`src/hw/rtl/tpid_pkg.sv`:
```
`default_nettype none

package tpid_pkg;

  localparam int unsigned PalEntries = 16;
  localparam int unsigned PalAw      = $clog2(PalEntries);
  localparam int unsigned PalLoW     = 8;
  localparam int unsigned PalHiW     = 7;

  typedef enum logic [0:0] {
    FUNC_PALETTE = 1'b0,
    FUNC_ICON    = 1'b1
  } func_e;

  typedef struct packed {
    logic [4:0] x_even;
    logic [4:0] y;
    logic       even_clear;
    logic       odd_clear;
  } pix_meta_t;

  typedef struct packed {
    logic [7:0] alpha;
    logic [7:0] red;
    logic [7:0] green;
    logic [7:0] blue;
  } argb_t;

  function automatic logic [7:0] expand5(input logic [4:0] c5);
    return {c5, c5[4:2]};
  endfunction

  function automatic argb_t argb_of(input logic clear, input logic [PalHiW-1:0] hi,
                                    input logic [PalLoW-1:0] lo);
    logic [14:0] c;
    argb_t       p;
    c = {hi, lo};
    if (clear) begin
      p = '0;
    end else begin
      p.alpha = 8'hFF;
      p.red   = expand5(c[4:0]);
      p.green = expand5(c[9:5]);
      p.blue  = expand5(c[14:10]);
    end
    return p;
  endfunction

endpackage

`default_nettype wire

```
`src/hw/rtl/tpid_ram.sv`:
```
`default_nettype none

module tpid_ram #(
  parameter int unsigned WIDTH = 8,
  parameter int unsigned DEPTH = 16
) (
  input  wire logic                     clk_i,
  input  wire logic                     we_i,
  input  wire logic [$clog2(DEPTH)-1:0] waddr_i,
  input  wire logic [WIDTH-1:0]         wdata_i,
  input  wire logic                     re_i,
  input  wire logic [$clog2(DEPTH)-1:0] raddr_a_i,
  input  wire logic [$clog2(DEPTH)-1:0] raddr_b_i,
  output logic      [WIDTH-1:0]         rdata_a_o,
  output logic      [WIDTH-1:0]         rdata_b_o
);

  logic [WIDTH-1:0] mem_q [DEPTH];

  always_ff @(posedge clk_i) begin
    if (we_i) begin
      mem_q[waddr_i] <= wdata_i;
    end
    if (re_i) begin
      rdata_a_o <= mem_q[raddr_a_i];
      rdata_b_o <= mem_q[raddr_b_i];
    end
  end

endmodule

`default_nettype wire

```
`src/hw/rtl/tiled_4bpp_palette_icon_decoder_top.sv`:
```
// Decodes a 32x32 tiled 4bpp icon, one byte per beat. A palette beat (func 0) with a byte index
// below 32 writes one byte of a 16-entry BGR555 palette (higher indices are ignored) and returns
// nothing; an icon beat (func 1) returns one beat with the coordinates and ARGB8888 colors of
// the byte's two pixels, index 0 giving transparent black. Throughput is one beat per cycle while
// in_stall_o is low; an icon beat's result passes through the registered palette RAM read and
// then the output register. Input stall rises only while both internal stages hold data the
// output side has not taken. Palette entries must be written before an icon refers to them.
`default_nettype none

module tiled_4bpp_palette_icon_decoder_top (
  input  wire logic       clk_i,
  input  wire logic       rst_ni,
  input  wire logic       in_valid_i,
  output logic            in_stall_o,
  input  wire logic [0:0] func_i,
  input  wire logic [8:0] byte_index_i,
  input  wire logic [7:0] data_byte_i,
  output logic            out_valid_o,
  input  wire logic       out_stall_i,
  output logic      [4:0] pixel_x_even_o,
  output logic      [4:0] pixel_y_o,
  output logic      [7:0] even_alpha_o,
  output logic      [7:0] even_red_o,
  output logic      [7:0] even_green_o,
  output logic      [7:0] even_blue_o,
  output logic      [7:0] odd_alpha_o,
  output logic      [7:0] odd_red_o,
  output logic      [7:0] odd_green_o,
  output logic      [7:0] odd_blue_o
);

  import tpid_pkg::*;

  logic              in_acc;
  logic              icon_acc;
  logic              pal_we;
  logic              s1_valid_q, s1_valid_d;
  pix_meta_t         s1_meta_q;
  logic              out_load;
  logic              out_valid_q, out_valid_d;
  pix_meta_t         out_meta_q;
  argb_t             even_q, odd_q;
  logic [3:0]        even_idx, odd_idx;
  logic [PalLoW-1:0] lo_even, lo_odd;
  logic [PalHiW-1:0] hi_even, hi_odd;

  assign out_load   = s1_valid_q && !(out_valid_q && out_stall_i);
  assign in_stall_o = s1_valid_q && !out_load;
  assign in_acc     = in_valid_i && !in_stall_o;
  assign icon_acc   = in_acc && (func_e'(func_i) == FUNC_ICON);
  assign pal_we     = in_acc && (func_e'(func_i) == FUNC_PALETTE) && (byte_index_i[8:5] == '0);

  assign even_idx = data_byte_i[3:0];
  assign odd_idx  = data_byte_i[7:4];

  tpid_ram #(
    .WIDTH(PalLoW),
    .DEPTH(PalEntries)
  ) u_pal_lo (
    .clk_i    (clk_i),
    .we_i     (pal_we && !byte_index_i[0]),
    .waddr_i  (byte_index_i[PalAw:1]),
    .wdata_i  (data_byte_i),
    .re_i     (icon_acc),
    .raddr_a_i(even_idx[PalAw-1:0]),
    .raddr_b_i(odd_idx[PalAw-1:0]),
    .rdata_a_o(lo_even),
    .rdata_b_o(lo_odd)
  );

  tpid_ram #(
    .WIDTH(PalHiW),
    .DEPTH(PalEntries)
  ) u_pal_hi (
    .clk_i    (clk_i),
    .we_i     (pal_we && byte_index_i[0]),
    .waddr_i  (byte_index_i[PalAw:1]),
    .wdata_i  (data_byte_i[PalHiW-1:0]),
    .re_i     (icon_acc),
    .raddr_a_i(even_idx[PalAw-1:0]),
    .raddr_b_i(odd_idx[PalAw-1:0]),
    .rdata_a_o(hi_even),
    .rdata_b_o(hi_odd)
  );

  always_comb begin
    s1_valid_d = s1_valid_q;
    if (icon_acc) begin
      s1_valid_d = 1'b1;
    end else if (out_load) begin
      s1_valid_d = 1'b0;
    end
  end

  always_comb begin
    out_valid_d = out_valid_q;
    if (out_load) begin
      out_valid_d = 1'b1;
    end else if (!out_stall_i) begin
      out_valid_d = 1'b0;
    end
  end

  always_ff @(posedge clk_i or negedge rst_ni) begin
    if (!rst_ni) begin
      s1_valid_q  <= 1'b0;
      out_valid_q <= 1'b0;
    end else begin
      s1_valid_q  <= s1_valid_d;
      out_valid_q <= out_valid_d;
    end
  end

  always_ff @(posedge clk_i) begin
    if (icon_acc) begin
      s1_meta_q.x_even     <= {byte_index_i[6:5], byte_index_i[1:0], 1'b0};
      s1_meta_q.y          <= {byte_index_i[8:7], byte_index_i[4:2]};
      s1_meta_q.even_clear <= (even_idx == '0);
      s1_meta_q.odd_clear  <= (odd_idx == '0);
    end
    if (out_load) begin
      out_meta_q <= s1_meta_q;
      even_q     <= argb_of(s1_meta_q.even_clear, hi_even, lo_even);
      odd_q      <= argb_of(s1_meta_q.odd_clear, hi_odd, lo_odd);
    end
  end

  assign out_valid_o    = out_valid_q;
  assign pixel_x_even_o = out_meta_q.x_even;
  assign pixel_y_o      = out_meta_q.y;
  assign even_alpha_o   = even_q.alpha;
  assign even_red_o     = even_q.red;
  assign even_green_o   = even_q.green;
  assign even_blue_o    = even_q.blue;
  assign odd_alpha_o    = odd_q.alpha;
  assign odd_red_o      = odd_q.red;
  assign odd_green_o    = odd_q.green;
  assign odd_blue_o     = odd_q.blue;

endmodule

`default_nettype wire
```
`config.mk`:
```
export PLATFORM = sky130hd
export DESIGN_NAME = tiled_4bpp_palette_icon_decoder_top
export DESIGN_NICKNAME = d
export VERILOG_FILES = /design/src/hw/rtl/tpid_pkg.sv /design/src/hw/rtl/tpid_ram.sv /design/src/hw/rtl/tiled_4bpp_palette_icon_decoder_top.sv
export SDC_FILE = /design/constraint.sdc
export NUM_CORES = 1
export LEC_CHECK = 0
export BUFFER_PORTS_ARGS = -buffer_cell sky130_fd_sc_hd__buf_2
export CORE_UTILIZATION = 55
export DETAILED_ROUTE_END_ITERATION = 16
export GPL_ROUTABILITY_DRIVEN = 0
export PLACE_DENSITY = 0.86
export REMOVE_ABC_BUFFERS = 1
export SYNTH_ARGS = -nofsm -noshare
export SYNTH_HDL_FRONTEND = slang
export SYNTH_SLANG_ARGS = --single-unit
```
`constraint.sdc`:
```
create_clock -name clk_i -period 6.5 [get_ports clk_i]
set_input_delay 0.65 -clock clk_i [delete_from_list [all_inputs] [get_ports clk_i]]
set_output_delay 0.65 -clock clk_i [all_outputs]
set_load 0.01 [all_outputs]
```
======== Yosys cells after proc, flatten, opt, wreduce, memory -nomap -nowiden ========
Memory sizes are Yosys's and may differ from the RTL's. A register that Yosys moved wholly into a read port is not among the register bits.
Cells that the tools add are included.
storage, ports and cells
  memory bits (writable) .................. 240
  output and inout bits ................... 76
  bits in registers ....................... 86
  logic and storage cells ................. 47
  memories kept ........................... 2
memories
  memory          depth  width  rd ports  clocked after memory_dff  wr ports  line            source
  u_pal_lo.mem_q  16     8      2         2                         1         tpid_ram.sv:18  logic [WIDTH-1:0] mem_q [DEPTH];
  u_pal_hi.mem_q  16     7      2         2                         1         tpid_ram.sv:18
operators by class
  mux-type cells .......................... 10
  equality and inequality tests ........... 1
  bitwise operators ....................... 1
  reductions and logical operators ........ 17
operator list
  operator                                                                  number
  32-bit two-way mux                                                        2
  4-bit zero test                                                           3
  1-bit logical AND                                                         9
  1-bit two-way mux                                                         8
  1-bit zero test                                                           4
  2-bit by 1-bit inequality test with 1-bit output (second input constant)  1
  2-bit nonzero test                                                        1
  1-bit NOT                                                                 1

======== Depth between registers and ports, before layout ========
  depth in word-level cells ............... 12
  mapped depth ............................ 7
  gate-level depth less buffers ........... 4

======== Hierarchy ========
Synthesis repeated with hierarchy kept, for this count alone.
second synthesis, totals
  cell total of the unflattened synthesis .. 713
  area, all modules ....................... 14371.3 µm²
by module, submodules not included
  module                               area an instance (µm²)  times used  cells each  seq. area each (µm²)
  tpid_ram (u_pal_lo)                  6506.2                  1           307         4324.1
  tpid_ram (u_pal_hi)                  5698.0                  1           271         3783.6
  tiled_4bpp_palette_icon_decoder_top  2167.1                  1           135         1611.5

======== Least setup slack after synthesis ========
No wires, ideal clock.
  path kind ............................... in2reg
  from .................................... in out_stall_i
  to ...................................... reg even_q (netlist bit even_alpha_o[6]), enable pin
  library setup time ...................... 502 ps
  data arrival time ....................... 3671 ps
  stages on the path ...................... 1
  path slack .............................. 2327 ps
  cell sequence ........................... a21boi_0
on the way
  word-level cells in the longest chain between the ends .. 3
RTL lines
  what                    line                                        source
  start: declaration      tiled_4bpp_palette_icon_decoder_top.sv:19   input wire logic out_stall_i,
  1-bit logical AND       tiled_4bpp_palette_icon_decoder_top.sv:47   assign out_load = s1_valid_q && !(out_valid_q && out_stall_i);
  1-bit zero test         tiled_4bpp_palette_icon_decoder_top.sv:47
  1-bit logical AND       tiled_4bpp_palette_icon_decoder_top.sv:47
  end signal: assignment  tiled_4bpp_palette_icon_decoder_top.sv:123  even_q <= argb_of(s1_meta_q.even_clear, hi_even, lo_even);
  end: declaration        tiled_4bpp_palette_icon_decoder_top.sv:42   argb_t even_q, odd_q;
No other way between the ends.
A chain may end at the register's enable or synchronous reset.

======== Worst setup path after layout ========
  from .................................... reg out_valid_q, in the netlist out_valid_o
  to ...................................... mem u_pal_lo.mem_q[7][4], enable pin
on the way
  word-level cells in the longest chain between the ends .. 12
RTL lines
  what                                     line                                        source
  start: declaration                       tiled_4bpp_palette_icon_decoder_top.sv:40   logic out_valid_q, out_valid_d;
  start signal: assignment                 tiled_4bpp_palette_icon_decoder_top.sv:110  out_valid_q <= out_valid_d;
  1-bit logical AND                        tiled_4bpp_palette_icon_decoder_top.sv:47
  1-bit zero test                          tiled_4bpp_palette_icon_decoder_top.sv:47
  1-bit logical AND                        tiled_4bpp_palette_icon_decoder_top.sv:47
  1-bit zero test                          tiled_4bpp_palette_icon_decoder_top.sv:48   assign in_stall_o = s1_valid_q && !out_load;
  1-bit logical AND                        tiled_4bpp_palette_icon_decoder_top.sv:48
  1-bit zero test                          tiled_4bpp_palette_icon_decoder_top.sv:49   assign in_acc = in_valid_i && !in_stall_o;
  1-bit logical AND                        tiled_4bpp_palette_icon_decoder_top.sv:49
  1-bit logical AND (2 in series)          tiled_4bpp_palette_icon_decoder_top.sv:51   assign pal_we = in_acc && (func_e'(func_i) == FUNC_PALETTE) && (byte_index_i[8:5] == '0);
  1-bit logical AND                        tiled_4bpp_palette_icon_decoder_top.sv:61   .we_i (pal_we && !byte_index_i[0]),
  1-bit two-way mux                        tpid_ram.sv:21                              if (we_i) begin
  1-bit two-way mux (implied by the code)  tpid_ram.sv:22                              mem_q[waddr_i] <= wdata_i;
  end: declaration                         tpid_ram.sv:18
No other way between the ends.

==> results.json <==
{
  "outcome": "finished clean",
  "rsz0062_at_grt": "false",
  "crit_chain": "nand3_1, and4b_1, or3b_1, nor2_1",
  "ys_types": 40,
  "dpl.hpwl_um": 19400,
  "internal_power_mw": 3.50,
  "ys_seq_area_share_pct": 67.7,
  "critical_path.reg2reg.startpoint": "out_valid_o",
  "hold_end": "s1_meta_q[6]",
  "relative_area_change_from_synthesis_to_final_layout_pct": 10.5,
  "startpoint_type": "register",
  "clk_pin_slew_worst_paths_ns": 0.06,
  "maxSlewViolCount": 0,
  "p_switching_mw": 0.928,
  "route.vias.total": 7943,
  "grt-ovfl-total": 0,
  "synth_area_per_cell_um2": 18.7,
  "critPathRequiredTime_ns": 6.66,
  "final_net_count": 851,
  "synthXorXnorAreaFrac_pct": 0,
  "crit-reg2reg-capture": "u_pal_lo.mem_q[7][4]",
  "synth_compound_gate_area_share_pct": 4.86,
  "power_frac_seq_pct": 53.1,
  "via_per_inst": 6.71,
  "chipHeight_um": 164,
  "critPathArrivalTime_ns": 2.95,
  "synth-main-ff-cell": "sky130_fd_sc_hd__edfxtp_1",
  "class_of_the_worst_hold_path": "primary input to register",
  "ys_ff_latch": 324,
  "critical-path-slowest-cell": "sky130_fd_sc_hd__nor2_1",
  "cts-buffers-inserted": 30,
  "cts_num_sinks": 324,
  "synth_top_family_by_area": "multiplexers",
  "setup_tns_ns": 0,
  "die_area_mm2": 0.0267,
  "antenna_found_initial": 3,
  "timing.critical_path.buf_inv": 0,
  "hold_path_startpoint": "byte_index_i[8]",
  "power.density_mw_per_mm2": 280,
  "synth_adder_area_share_pct": 0,
  "crit_fanout": 8,
  "first_iter_violations": 967,
  "detailedPlace.worstSlack_ns": 3.10,
  "post_route_cells_drive_above_1_share_pct": 29.7,
  "slew_headroom_pct": 18.1,
  "clock_tree_from_tritoncts": "yes",
  "port-buffer-count": 96,
  "cp_max_stage_delay_ns": 0.95,
  "fmax_mhz": 358,
  "combPwrFrac_pct": 6.9,
  "most_common_library_cells_after_synthesis": "sky130_fd_sc_hd__edfxtp_1 (322), sky130_fd_sc_hd__mux4_2 (91), sky130_fd_sc_hd__nor2b_1 (51)",
  "synth-warning-count": 0,
  "remaining_drc_errors": 0,
  "first_global_vias": 7854,
  "synth-simple-area-share_pct": 4.49,
  "post_synth_mux_area_share_pct": 19.0,
  "worst_pin_slew_ns": 1.22,
  "rows": 58,
  "yosysMostFrequentCell": "sky130_fd_sc_hd__edfxtp_1",
  "clock_power_share_pct": 40.0,
  "crit_start": "out_valid_o",
  "initial_utilization_pct": 56.5,
  "worst-r2r-cell-count": 4,
  "post-synth-top-area-cell": "sky130_fd_sc_hd__edfxtp_1",
  "core_outline_area_mm2": 0.0254,
  "count_of_endpoints_failing_setup_in_the_final_report": 0,
  "grt_start_max_net_pins": 66,
  "static-leakage-power_nw": 5.32,
  "criticalPathCategory": "register to register",
  "dr.pass1.iters": 5,
  "ys_async_sr_fraction_pct": 0.617,
  "cts-resized-gates": 0,
  "cts.path.max_buffers": 3,
  "post_drt_wl_per_cell_um": 26.7,
  "timing.clock.skew_ns": 0.0101,
  "synthesis.instances": 768,
  "fin_ws_ns": 3.71,
  "grt_pass1_wl_um": 47400,
  "critPathCaptureType": "register",
  "post_synthesis_instance_area_mm2": 0.0144,
  "clock-root-buffer": "sky130_fd_sc_hd__clkbuf_16",
  "hold_path_depth": 1,
  "clk-insertion-delay-late_ns": 0.55,
  "io_pins": 98,
  "cp_top_family": "simple AND/OR/NAND/NOR gates",
  "postRouteAntennaNets": 0,
  "grt_use_total_pct": 24.2,
  "timing_hold_violations_final": 0,
  "max_cap_viol_count": 0,
  "final_critical_period_ns": 2.79,
  "clock_tree.htree_level_count": 1,
  "finalWirelength_um": 31600,
  "synthDominantCellAreaShare_pct": 67.4,
  "die-width_um": 164,
  "switching_share_pct": 20.9,
  "finalCritPeriodShare_pct": 42.9,
  "synth.top_cells.by_area": "sky130_fd_sc_hd__edfxtp_1 (67%), sky130_fd_sc_hd__mux4_2 (14%), sky130_fd_sc_hd__mux2i_1 (3.4%)",
  "peakVddDrop_uv": 274,
  "setup.reg_to_reg.worst_slack_ns": 3.71,
  "synth-edff-count": 322
}
## how the worst max path moves through the flow
stage	end	slack, ns	cells past startpoint
6_report	u_pal_lo.mem_q[7][4]	3.71	4
5_1_grt	u_pal_hi.rdata_a_o[1]	3.66	5
4_1_cts	u_pal_lo.mem_q[0][5]	3.44	4
3_5_place_dp	u_pal_lo.mem_q[0][5]	3.10	5
3_3_place_gp	u_pal_lo.mem_q[0][5]	3.16	5
2_1_floorplan	even_alpha_o[6]	2.33	1
## cells in the final DEF (no fill, tap or decap), types with 2 or more instances in the layout
cell and n:
sky130_fd_sc_hd__mux2i_1 49, sky130_fd_sc_hd__or3b_1 3, sky130_fd_sc_hd__a21o_1 11, sky130_fd_sc_hd__buf_2 92, sky130_fd_sc_hd__a221oi_1 22, sky130_fd_sc_hd__clkbuf_16 31, sky130_fd_sc_hd__dfrtp_1 2, sky130_fd_sc_hd__diode_2 2
sky130_fd_sc_hd__clkbuf_1 6, sky130_fd_sc_hd__and2_1 2, sky130_fd_sc_hd__a22oi_1 12, sky130_fd_sc_hd__nor3_2 2, sky130_fd_sc_hd__nand3_1 2, sky130_fd_sc_hd__nand2_1 8, sky130_fd_sc_hd__clkbuf_8 5, sky130_fd_sc_hd__inv_1 4
sky130_fd_sc_hd__a221o_1 10, sky130_fd_sc_hd__a211oi_1 8, sky130_fd_sc_hd__edfxtp_1 322, sky130_fd_sc_hd__nand4b_1 2, sky130_fd_sc_hd__bufinv_16 3, sky130_fd_sc_hd__a31oi_1 3, sky130_fd_sc_hd__nor4_1 3, sky130_fd_sc_hd__clkinv_2 5
sky130_fd_sc_hd__a21oi_1 17, sky130_fd_sc_hd__nor2b_1 51, sky130_fd_sc_hd__nand2b_1 4, sky130_fd_sc_hd__mux4_1 7, sky130_fd_sc_hd__nor2_1 25, sky130_fd_sc_hd__buf_4 18, sky130_fd_sc_hd__mux4_2 91, sky130_fd_sc_hd__clkinv_1 4
sky130_fd_sc_hd__nor3_1 6, sky130_fd_sc_hd__o21ai_0 12
## kinds of logic after synthesis
kind of cell           Yosys count
AOI/OAI and AO/OA               96
buffers and inverters           86
DFF                            324
muxes                          147
other                            1
and+or+nand+nor                114
## power groups by stage
stage / clock (mW) / combinational (mW) / sequential, mW
finish: 1.77 / 0.304 / 2.35
global route: 1.86 / 0.326 / 2.36
CTS: 1.79 / 0.304 / 2.35
detailed placement: 0 / 0.300 / 2.40
global placement: 0 / 0.293 / 2.40
floorplan: 0 / 0.133 / 2.41
## area by class of cell
cell class	count	area [µm²]
sequential	324	9720
fill	1632	9550
multi-input combinational	358	4090
clock buffer	42	867
timing repair buffer	111	606
tap	330	413
clock inverter	13	138
inverter	4	15.0
antenna	2	5.00
## layer usage
layer / share of wire (%) / GRT usage, %
met1: 35 / 32.1
met2: 50 / 39.7
met4: 2.6 / 8.63
met5: 0.054 / 0
met3: 12 / 5.15
## flip-flops by register name, indices dropped and copies added, names as in the netlist, 7 cells and up
signal	cells
u_pal_lo.rdata_a_o	8
u_pal_lo.rdata_b_o	8
u_pal_lo.mem_q	128
u_pal_hi.rdata_a_o	7
u_pal_hi.mem_q	112
s1_meta_q	11
u_pal_hi.rdata_b_o	7
## per-stage QoR
stage / utilization (%) / std cells / hold WS [ns] / cell area (µm²) / power [mW]
2_1_floorplan: - / 686 / 0.354 / 13800 / 2.54
3_3_place_gp: 58.4 / 1126 / 0.401 / 14800 / 2.69
3_5_place_dp: 58.4 / 1126 / 0.405 / 14800 / 2.70
4_1_cts: 62.4 / 1182 / 0.290 / 15800 / 4.44
5_1_grt: 62.4 / 1182 / 0.286 / 15800 / 4.54
6_report: 62.4 / 1184 / 0.306 / 15900 / 4.43
## timing repair
action,in CTS,in global routing
setup buffers,0,0
endpoints found under the hold margin,2,0
hold buffers,1,0
## worst register-to-register path, stage by stage (launching register included)
cell and delay, ns:
sky130_fd_sc_hd__dfrtp_1 0.43, sky130_fd_sc_hd__nand3_1 0.13, sky130_fd_sc_hd__and4b_1 0.42, sky130_fd_sc_hd__or3b_1 0.45, sky130_fd_sc_hd__nor2_1 0.95
(Power assumes the default switching activity.)
